**src/hw/rtl/wsia_pkg.sv**
```systemverilog
// shared types, codes and helper functions of the word-size limited integer alu
`timescale 1ns / 1ps
package wsia_pkg;

  localparam int unsigned DataW        = 64;
  localparam int unsigned HalfW        = DataW / 2;
  localparam int unsigned TagW         = 12;
  localparam int unsigned WsW          = 6;
  localparam int unsigned FuncW        = 4;
  localparam int unsigned DivSteps     = DataW;
  localparam int unsigned DefQueueDepth = 2;
  localparam logic [WsW-1:0] WsReset   = 6'd63;
  localparam logic [WsW-1:0] WsMin     = 6'd1;

  typedef enum logic [FuncW-1:0] {
    FUNC_OR  = 4'd0,
    FUNC_AND = 4'd1,
    FUNC_XOR = 4'd2,
    FUNC_LSL = 4'd3,
    FUNC_LSR = 4'd4,
    FUNC_ASR = 4'd5,
    FUNC_NOT = 4'd6,
    FUNC_ADD = 4'd7,
    FUNC_SUB = 4'd8,
    FUNC_MUL = 4'd9,
    FUNC_DIV = 4'd10
  } func_e;

  typedef enum logic [2:0] {
    CLS_BITWISE,
    CLS_SHIFT,
    CLS_ADDSUB,
    CLS_MUL,
    CLS_DIV,
    CLS_NONE
  } cls_e;

  typedef struct packed {
    logic [FuncW-1:0] func;
    cls_e             cls;
    logic [DataW-1:0] a;
    logic [DataW-1:0] b;
    logic [TagW-1:0]  tag;
  } req_t;

  typedef struct packed {
    logic [DataW-1:0] res;
    logic [HalfW-1:0] mx1;
    logic [HalfW-1:0] mx2;
    logic [DataW-1:0] rem;
    logic [DataW-1:0] nq;
    logic [DataW-1:0] dvs;
    logic             qneg;
    logic             dz;
    cls_e             cls;
    logic [TagW-1:0]  tag;
  } stage_t;

  // ones in bits below n, all ones for n of 64 or more
  function automatic logic [DataW-1:0] low_mask(input logic [WsW:0] n);
    logic [DataW-1:0] m;
    if (n[WsW]) begin
      m = '1;
    end else begin
      m = (DataW'(1) << n[WsW-1:0]) - DataW'(1);
    end
    return m;
  endfunction

  // bit pos is the sign: extend from it, otherwise keep the bits below it
  function automatic logic [DataW-1:0] extend_at(input logic [DataW-1:0] x,
                                                 input logic [WsW-1:0]   pos);
    logic [DataW-1:0] m;
    m = low_mask({1'b0, pos});
    return x[pos] ? (x | ~m) : (x & m);
  endfunction

endpackage

```
**src/hw/rtl/wsia_front.sv**
```systemverilog
// front end: classifies requests and queues them for the execution pipeline
`timescale 1ns / 1ps
module wsia_front #(
  parameter int unsigned Depth = wsia_pkg::DefQueueDepth
) (
  input  logic                        clk_i,
  input  logic                        rst_ni,
  input  logic                        in_valid_i,
  output logic                        in_stall_o,
  input  logic [wsia_pkg::FuncW-1:0]  func_i,
  input  logic [wsia_pkg::DataW-1:0]  operand_a_i,
  input  logic [wsia_pkg::DataW-1:0]  operand_b_i,
  input  logic [wsia_pkg::TagW-1:0]   format_tag_i,
  output wsia_pkg::req_t              req_o,
  output logic                        req_valid_o,
  input  logic                        pop_i
);
  import wsia_pkg::*;

  localparam int unsigned PtrW = (Depth > 1) ? $clog2(Depth) : 1;
  localparam int unsigned CntW = $clog2(Depth + 1);

  req_t            mem_q [Depth];
  logic [PtrW-1:0] wr_ptr_q, wr_ptr_d;
  logic [PtrW-1:0] rd_ptr_q, rd_ptr_d;
  logic [CntW-1:0] cnt_q, cnt_d;
  logic            push;
  cls_e            cls;
  req_t            req_new;

  always_comb begin
    unique case (func_i) inside
      FUNC_OR, FUNC_AND, FUNC_XOR, FUNC_NOT: cls = CLS_BITWISE;
      FUNC_LSL, FUNC_LSR, FUNC_ASR:          cls = CLS_SHIFT;
      FUNC_ADD, FUNC_SUB:                    cls = CLS_ADDSUB;
      FUNC_MUL:                              cls = CLS_MUL;
      FUNC_DIV:                              cls = CLS_DIV;
      default:                               cls = CLS_NONE;
    endcase
  end

  assign req_new = '{func: func_i, cls: cls, a: operand_a_i, b: operand_b_i,
                     tag: format_tag_i};

  assign in_stall_o  = (cnt_q == CntW'(Depth));
  assign push        = in_valid_i && !in_stall_o;
  assign req_valid_o = (cnt_q != '0);
  assign req_o       = mem_q[rd_ptr_q];

  always_comb begin
    wr_ptr_d = wr_ptr_q;
    rd_ptr_d = rd_ptr_q;
    cnt_d    = cnt_q;
    if (push) begin
      wr_ptr_d = (wr_ptr_q == PtrW'(Depth - 1)) ? '0 : wr_ptr_q + PtrW'(1);
    end
    if (pop_i) begin
      rd_ptr_d = (rd_ptr_q == PtrW'(Depth - 1)) ? '0 : rd_ptr_q + PtrW'(1);
    end
    if (push && !pop_i) begin
      cnt_d = cnt_q + CntW'(1);
    end else if (!push && pop_i) begin
      cnt_d = cnt_q - CntW'(1);
    end
  end

  always_ff @(posedge clk_i or negedge rst_ni) begin
    if (!rst_ni) begin
      wr_ptr_q <= '0;
      rd_ptr_q <= '0;
      cnt_q    <= '0;
    end else begin
      wr_ptr_q <= wr_ptr_d;
      rd_ptr_q <= rd_ptr_d;
      cnt_q    <= cnt_d;
    end
  end

  always_ff @(posedge clk_i) begin
    if (push) begin
      mem_q[wr_ptr_q] <= req_new;
    end
  end

  a_cnt_bound: assert property (@(posedge clk_i) disable iff (!rst_ni)
    cnt_q <= CntW'(Depth))
    else $error("request queue count above depth");

  a_pop_nonempty: assert property (@(posedge clk_i) disable iff (!rst_ni)
    pop_i |-> req_valid_o)
    else $error("pop from empty request queue");

endmodule

```
**config.mk**
```make
export PLATFORM = sky130hd
export DESIGN_NAME = wsia_front
export DESIGN_NICKNAME = d
export VERILOG_FILES = /design/src/hw/rtl/wsia_pkg.sv /design/src/hw/rtl/wsia_front.sv
export SDC_FILE = /design/constraint.sdc
export NUM_CORES = 1
export LEC_CHECK = 0
export BUFFER_PORTS_ARGS = -buffer_cell sky130_fd_sc_hd__buf_2
export CAP_MARGIN = 5
export CORE_AREA = 2 2 180 182
export CTS_CLUSTER_SIZE = 16
export DETAILED_ROUTE_END_ITERATION = 10
export DIE_AREA = 0 0 182 184
export PLACE_DENSITY_LB_ADDON = 0.2
export SLEW_MARGIN = 20
export SYNTH_ARGS = -nofsm -noshare
export SYNTH_HDL_FRONTEND = slang
export SYNTH_SLANG_ARGS = --single-unit
```
**constraint.sdc**
```tcl
create_clock -name clk_i -period 15.04 [get_ports clk_i]
set_input_delay 3.008 -clock clk_i [delete_from_list [all_inputs] [get_ports clk_i]]
set_output_delay 3.008 -clock clk_i [all_outputs]
set_load 0.05 [all_outputs]
```
== Word-level counts from Yosys, hierarchy flattened ==
Memory sizes are Yosys's and may differ from the RTL's.
Cells that the tools add are included.
Operators by class
  add/sub/neg operators: 4
  equal/unequal tests: 11
  mux-type cells: 7
  reductions and logical operators: 12
Operator list (number)
  4-bit by 3-bit equality test with 1-bit output (second input constant): 4
  3-bit one-hot mux with 5 select lines: 1
  4-bit equality test (second input constant): 3
  4-bit by 2-bit equality test with 1-bit output (second input constant): 2
  4-bit by 1-bit equality test with 1-bit output (second input constant): 1
  4-bit logical NOT: 1
  1-bit two-way mux: 4
  2-bit two-way mux: 2
  2-bit nonzero test: 2
  4-bit OR reduction: 1
  1-bit logical AND: 3
  1-bit logical NOT: 3
  3-bit OR reduction: 1
  1-bit adder (second input constant): 2
  2-bit by 1-bit adder with 2-bit output (second input constant): 1
  2-bit equality test (second input constant): 1
  2-bit OR reduction: 1
  2-bit by 1-bit subtractor with 2-bit output (second input constant): 1
Storage, ports and cells
  flip-flop bits (word level): 4
  memory bits (writable): 294
  output and inout bits: 149
  logic and storage cells: 38
  memories kept: 1
Memories
  mem_q: depth 2, bits a word 147, rd ports 1, clocked after Yosys merged registers in 0, wr ports 1, RTL line wsia_front.sv:23  | req_t mem_q [Depth];

== Depth between registers and ports, before layout ==
Gate-level depths: netlist of the first run.
  word-level depth: 7
  gate-level depth with buffers: 7
  gate-level depth less buffers: 7

== Least setup slack after synthesis of the first run ==
OpenSTA, ideal clock, no wires.
  kind: input -> register
  from: in in_valid_i
  to: mem mem_q[0][0] (netlist name) (enable)
  library setup time: 0.655 ns
  arrival time: 9.200 ns
  data required time: 14.385 ns
  slack: 5.185 ns
  stages: 2
  path buffers: 0
  cell sequence: nand2_1 > nor2_1
On the way
  cells in the longest elaborated chain, start to end: 3
Ends and longest elaborated chain
  from (decl): RTL line wsia_front.sv:8  | input logic in_valid_i,
  1-bit logical AND: RTL line wsia_front.sv:46  | assign push = in_valid_i && !in_stall_o;
  1-bit two-way mux: RTL line wsia_front.sv:80  | if (push) begin
  1-bit two-way mux (not written as such): RTL line wsia_front.sv:81  | mem_q[wr_ptr_q] <= req_new;
  to (decl): RTL line wsia_front.sv:23
Every way passes these cells.

==> results of run 1 <==
## stage by stage
step | setup slack [ns] | cells | util (%) | hold WS (ns)
4_1_cts | 9.44 | 1228 | 44.0 | 0.502
2_1_floorplan | 5.18 | 483 | - | 0.456
6_report | 9.50 | 1229 | 44.0 | 0.503
5_1_grt | 9.37 | 1228 | 44.0 | 0.528
3_5_place_dp | 9.98 | 1171 | 40.7 | 0.493
3_3_place_gp | 10.0 | 1171 | 40.7 | 0.490
## cells in the mapped netlist
library cell  number  area, um^2
inv_1              3        11.3
mux2_2           147        1660
xnor2_1            2        17.5
and3_1             1        6.26
dfrtp_1            4         100
edfxtp_1         294        8830
nor2_1             3        11.3
ha_1               1        12.5
buf_4              2        15.0
xor2_1             4        35.0
nand2b_1           1        6.26
buf_6             12         135
buf_2              2        10.0
nor2b_1            1        6.26
nand2_1            3        11.3
o22a_1             1        8.76
nand4b_1           1        8.76
or2_2              1        6.26
## critical path, stage by stage, from the launching register on
cell,delay [ns]
dfrtp_4,0.54
buf_4,0.78
mux2_2,0.43
buf_2,0.21
## path summary, 6_finish.rpt
path,start,endpoint,slack (ns),cells after the start
setup / recovery,rd_ptr_q,req_o[53],9.50,3
hold / removal,cnt_q[1],cnt_q[1],0.50,1
setup reg to reg,cnt_q[0],mem_q[0][132],12.73,4
hold reg to reg,cnt_q[1],cnt_q[1],0.50,1
max in group asynchronous,rst_ni,rd_ptr_q,12.60,1
min in group asynchronous,rst_ni,wr_ptr_q,2.30,1
## state kept, by name, summed over array words and instances, names as in the netlist
register	cells
wr_ptr_q	1
rd_ptr_q	1
mem_q	294
cnt_q	2
## power breakdown
group / internal, W / switching, W / total (W)
combinational: 0.000335 / 0.000975 / 0.00131
sequential: 0.00114 / 0.0000440 / 0.00118
clock: 0.000459 / 0.000307 / 0.000766
total: 0.00193 / 0.00133 / 0.00326
## metal layers
metal | global-route usage [%] | wire length (um)
met5 | 0 | 41
met4 | 3.61 | 427
met3 | 5.96 | 2300
met2 | 19.5 | 9810
met1 | 15.7 | 9210
## area by class of cell
| class | count | area share [%] |
|---|---|---|
| tap | 402 | 3.64 |
| multi-input combinational | 166 | 13.0 |
| inverter | 3 | 0.0816 |
| sequential | 298 | 64.7 |
| clock inverter | 15 | 0.934 |
| antenna | 1 | 0.0181 |
| clock buffer | 42 | 6.53 |
| timing repair buffer | 302 | 11.1 |
## kinds of logic after synthesis
kind of cell | count (synthesis) | share of synthesized area, %
compound gates | 1 | 0.0805
xor+xnor | 6 | 0.483
fa+ha+maj | 1 | 0.115
buf+inv | 19 | 1.57
flops | 298 | 82.0
mux | 147 | 15.2
simple gates | 11 | 0.517
==> results.json, run 1 <==
{
  "clock_path_buffers": 3,
  "peakVddDrop_uv": 135,
  "drc": 0,
  "worstPathArrival_ns": 2.53,
  "ys_types": 18,
  "rsz0062_at_grt": "false",
  "dp_hpwl_um": 13700,
  "final_common_cell": "buf_2",
  "max_freq_ghz": 0.180,
  "cts_sinks": 298,
  "viasPerCell": 4.47,
  "ctsResizeCount": 0,
  "slew_viol_final": 0,
  "ys_warn_count": 0,
  "ys_ff_latch": 298,
  "grt_pass1_vias": 5753,
  "core_um2": 31400,
  "drtAntennaViolNets": 0,
  "clock_latency_ns": 0.50,
  "fillCellCount": 2806,
  "rows": 65,
  "area_growth_syn_to_layout_pct": 26.8,
  "period_share_pct": 36.8,
  "fp.dieArea_um2": 33500,
  "die_height_um": 184,
  "path_class": "reg -> out",
  "cts_tree": "yes",
  "ys_seq_area_share_pct": 82.0,
  "drt_iter0_markers": 188,
  "grt_pass1_wl_um": 32400,
  "gr-total-overflow": 0,
  "final_area_um2": 13800,
  "status": "complete, no violations",
  "portBuffers": 296,
  "cp.required_ns": 12.03,
  "grtUsageTotal_pct": 12.6,
  "slew_headroom_pct": 32.3,
  "die_w_um": 182,
  "multi_input_area_um2": 1800,
  "cts.clk_slew.worst_paths_ns": 0.06,
  "hold_viol": 0,
  "power.leakage_nw": 5.13,
  "fin_nets": 954,
  "layout_min_cycle_time_ns": 5.54,
  "cp_max_fo": 70,
  "holdBufCountCts": 0,
  "synth.net_count": 632,
  "num_vias": 5495,
  "startpoint_type": "flop",
  "layout_common_cells": "buf_2 (296), edfxtp_1 (294), mux2_2 (147), clkbuf_16 (35), clkbuf_1 (7)",
  "cts-root-buf": "clkbuf_16",
  "setup_viol": 0,
  "tightest_slew_ns": 1.02,
  "critPathCaptureType": "output pin",
  "synthCells": 483,
  "route.detailed.wl_per_inst_um": 17.7,
  "numCtsBuffers": 34,
  "fin_setup_tns_ns": 0,
  "initial_core_util_pct": 34.7,
  "avgSynthCellArea_um2": 22.5,
  "seq_area_um2": 8930,
  "cts_setup_buffers": 0,
  "p_total_w": 0.00326,
  "placed_cell_area_um2": 12800,
  "dr.pass1.iters": 4,
  "hp-class": "reg -> reg",
  "cts_max_level": 2,
  "antenna_found_initial": 5,
  "grt_max_degree": 72,
  "power_density_nw_per_um2": 236,
  "ioPinCount": 297,
  "drive_above_1_share_pct": 60.3,
  "synth_area_um2": 10900,
  "cap_violations": 0,
  "gp_congestion": 0.682,
  "finalWirelength_um": 21800,
  "finalClockSkew_ns": 0.0131
}
Note: power is estimated with default switching activity, not from simulation.
==> run 2: changes to the inputs <==
Clock period 15.04 ns to 5 ns, I/O delays scaled along.
==> run 2 against run 1 <==
Critical path depth unchanged; highest routed layer unchanged; clock skew fell by 0.00072 ns; clock power increased to 3.4 times the previous value; flip-flop and latch count unchanged; clock-buffer cell count is the same; final area increased by 1.6%.
==> results.json, run 2 (synthesis gave the netlist of run 1 again) <==
{
  "cts.clk_slew.worst_paths_ns": 0.05,
  "startpoint_type": "flop",
  "fp.dieArea_um2": 33500,
  "crit_buf_inv": 2,
  "hold_viol": 0,
  "stdcell_count": 1233,
  "cts_sinks": 298,
  "drt_iter0_markers": 260,
  "peakVddDrop_uv": 506,
  "ioPinCount": 297,
  "slew_headroom_pct": 52.6,
  "core_um2": 31400,
  "area_growth_syn_to_layout_pct": 28.8,
  "gr-total-overflow": 0,
  "rows": 65,
  "r2r_start": "cnt_q[0]",
  "die_w_um": 182,
  "grt_max_degree": 75,
  "cts_tree": "yes",
  "die_height_um": 184,
  "portBuffers": 296,
  "rsz0062_at_grt": "false",
  "holdBufCountCts": 0,
  "dp_cells": 1171,
  "drive_above_1_share_pct": 61.0,
  "cap_violations": 0,
  "ctsResizeCount": 0,
  "grtUsageTotal_pct": 12.8,
  "crit_family": "flip-flops",
  "clock_latency_ns": 0.50,
  "drtAntennaViolNets": 0,
  "cts-root-buf": "clkbuf_16",
  "cp_slowest_stage_delay_ns": 0.81,
  "rr_worst_depth": 4,
  "final_common_cell": "buf_2",
  "largest_reg_flops": 294,
  "status": "complete, no violations",
  "slew_viol_final": 0,
  "worstPathArrival_ns": 2.47,
  "tightest_slew_ns": 0.709,
  "power_density_nw_per_um2": 720,
  "hp-class": "in -> async",
  "max_freq_ghz": 0.288,
  "finalClockSkew_ns": 0.0124,
  "gp_congestion": 0.723,
  "finalWirelength_um": 22300,
  "period_share_pct": 69.4,
  "fin_nets": 955,
  "layout_common_cells": "buf_2 (296), edfxtp_1 (294), mux2_2 (147), clkbuf_16 (37), clkinv_1 (6)",
  "viasPerCell": 4.48,
  "power.leakage_nw": 5.24,
  "numCtsBuffers": 35,
  "dr.pass1.iters": 4,
  "drc": 0,
  "cp.required_ns": 4.00,
  "worstPathCellList": "buf_12 -> mux2_2 -> buf_2",
  "reg_top3": "mem_q x294, cnt_q x2",
  "route.detailed.wl_per_inst_um": 18.1,
  "num_vias": 5522,
  "initial_core_util_pct": 34.7,
  "dp_hpwl_um": 14200,
  "path_class": "reg -> out",
  "critPathSlowestCell": "dfrtp_4",
  "regMostFlops": "mem_q",
  "cp_max_fo": 72,
  "cts_max_level": 2,
  "layout_min_cycle_time_ns": 3.47,
  "cts_setup_buffers": 0,
  "grt_pass1_vias": 5759,
  "reg2reg_to": "mem_q[0][60]",
  "critPathCaptureType": "output pin",
  "setup_viol": 0,
  "r2r_slack_ns": 2.78,
  "antenna_found_initial": 3,
  "fin_setup_tns_ns": 0,
  "grt_pass1_wl_um": 32800,
  "clock_path_buffers": 3
}
-- run 2: changes by cell type in the layout (fill, tap and decap cells not counted), sizes merged --
| cell | previous run | this run |
|---|---|---|
| diode | 1 | 3 |
| clkinvlp | 1 | 0 |
| bufinv | 2 | 5 |
-- run 2: final cells by class --
cell class / count / area (um^2)
fill: 2830 / 17400
sequential: 298 / 8930
multi-input combinational: 166 / 1800
timing repair buffer: 302 / 1580
clock buffer: 42 / 985
tap: 402 / 503
clock inverter: 17 / 206
inverter: 3 / 11.3
antenna: 3 / 7.51
-- run 2: how the worst max path moves through the flow --
| stage | to | depth (start not counted) | start |
|---|---|---|---|
| 2_1_floorplan | mem_q[1][0] | 1 | in_valid_i |
| 3_3_place_gp | req_o[141] | 3 | rd_ptr_q |
| 3_5_place_dp | req_o[126] | 3 | rd_ptr_q |
| 4_1_cts | req_o[107] | 3 | rd_ptr_q |
| 5_1_grt | req_o[107] | 3 | rd_ptr_q |
| 6_report | req_o[146] | 3 | rd_ptr_q |
-- run 2: worst reg2reg max path, cell delays in order (launching register included) --
cell and delay, ns:
dfrtp_1 0.40, nand2b_1 0.18, nand2_1 0.15, nor2_4 0.58
buf_12 0.40
-- run 2: power by group --
| part | switching, W | total [W] | internal, W |
|---|---|---|---|
| clock | 0.000937 | 0.00259 | 0.00165 |
| combinational | 0.00287 | 0.00390 | 0.00104 |
| sequential | 0.000193 | 0.00361 | 0.00342 |
| total | 0.00400 | 0.0101 | 0.00610 |
-- run 2: per-layer routing --
metal | global-route usage, % | up-vias | wire length [um]
met2 | 20.9 | 214 | 10600
met4 | 4.19 | 4 | 473
met1 | 15.0 | 2691 | 8790
li1 | - | 2572 | -
met3 | 5.92 | 41 | 2350
met5 | 0 | - | 31
-- run 2: stage by stage --
stage          hold slack (ns)  total power, W  setup slack (ns)  utilization [%]  area (um^2)
2_1_floorplan            0.456         0.00682            0.0666                -        10900
3_5_place_dp             0.502         0.00762              2.03             40.8        12800
4_1_cts                  0.278          0.0103              1.49             44.6        14000
5_1_grt                  0.285          0.0105              1.40             44.6        14000
6_report                 0.303          0.0101              1.53             44.7        14000
3_3_place_gp             0.501         0.00762              2.03             40.8        12800
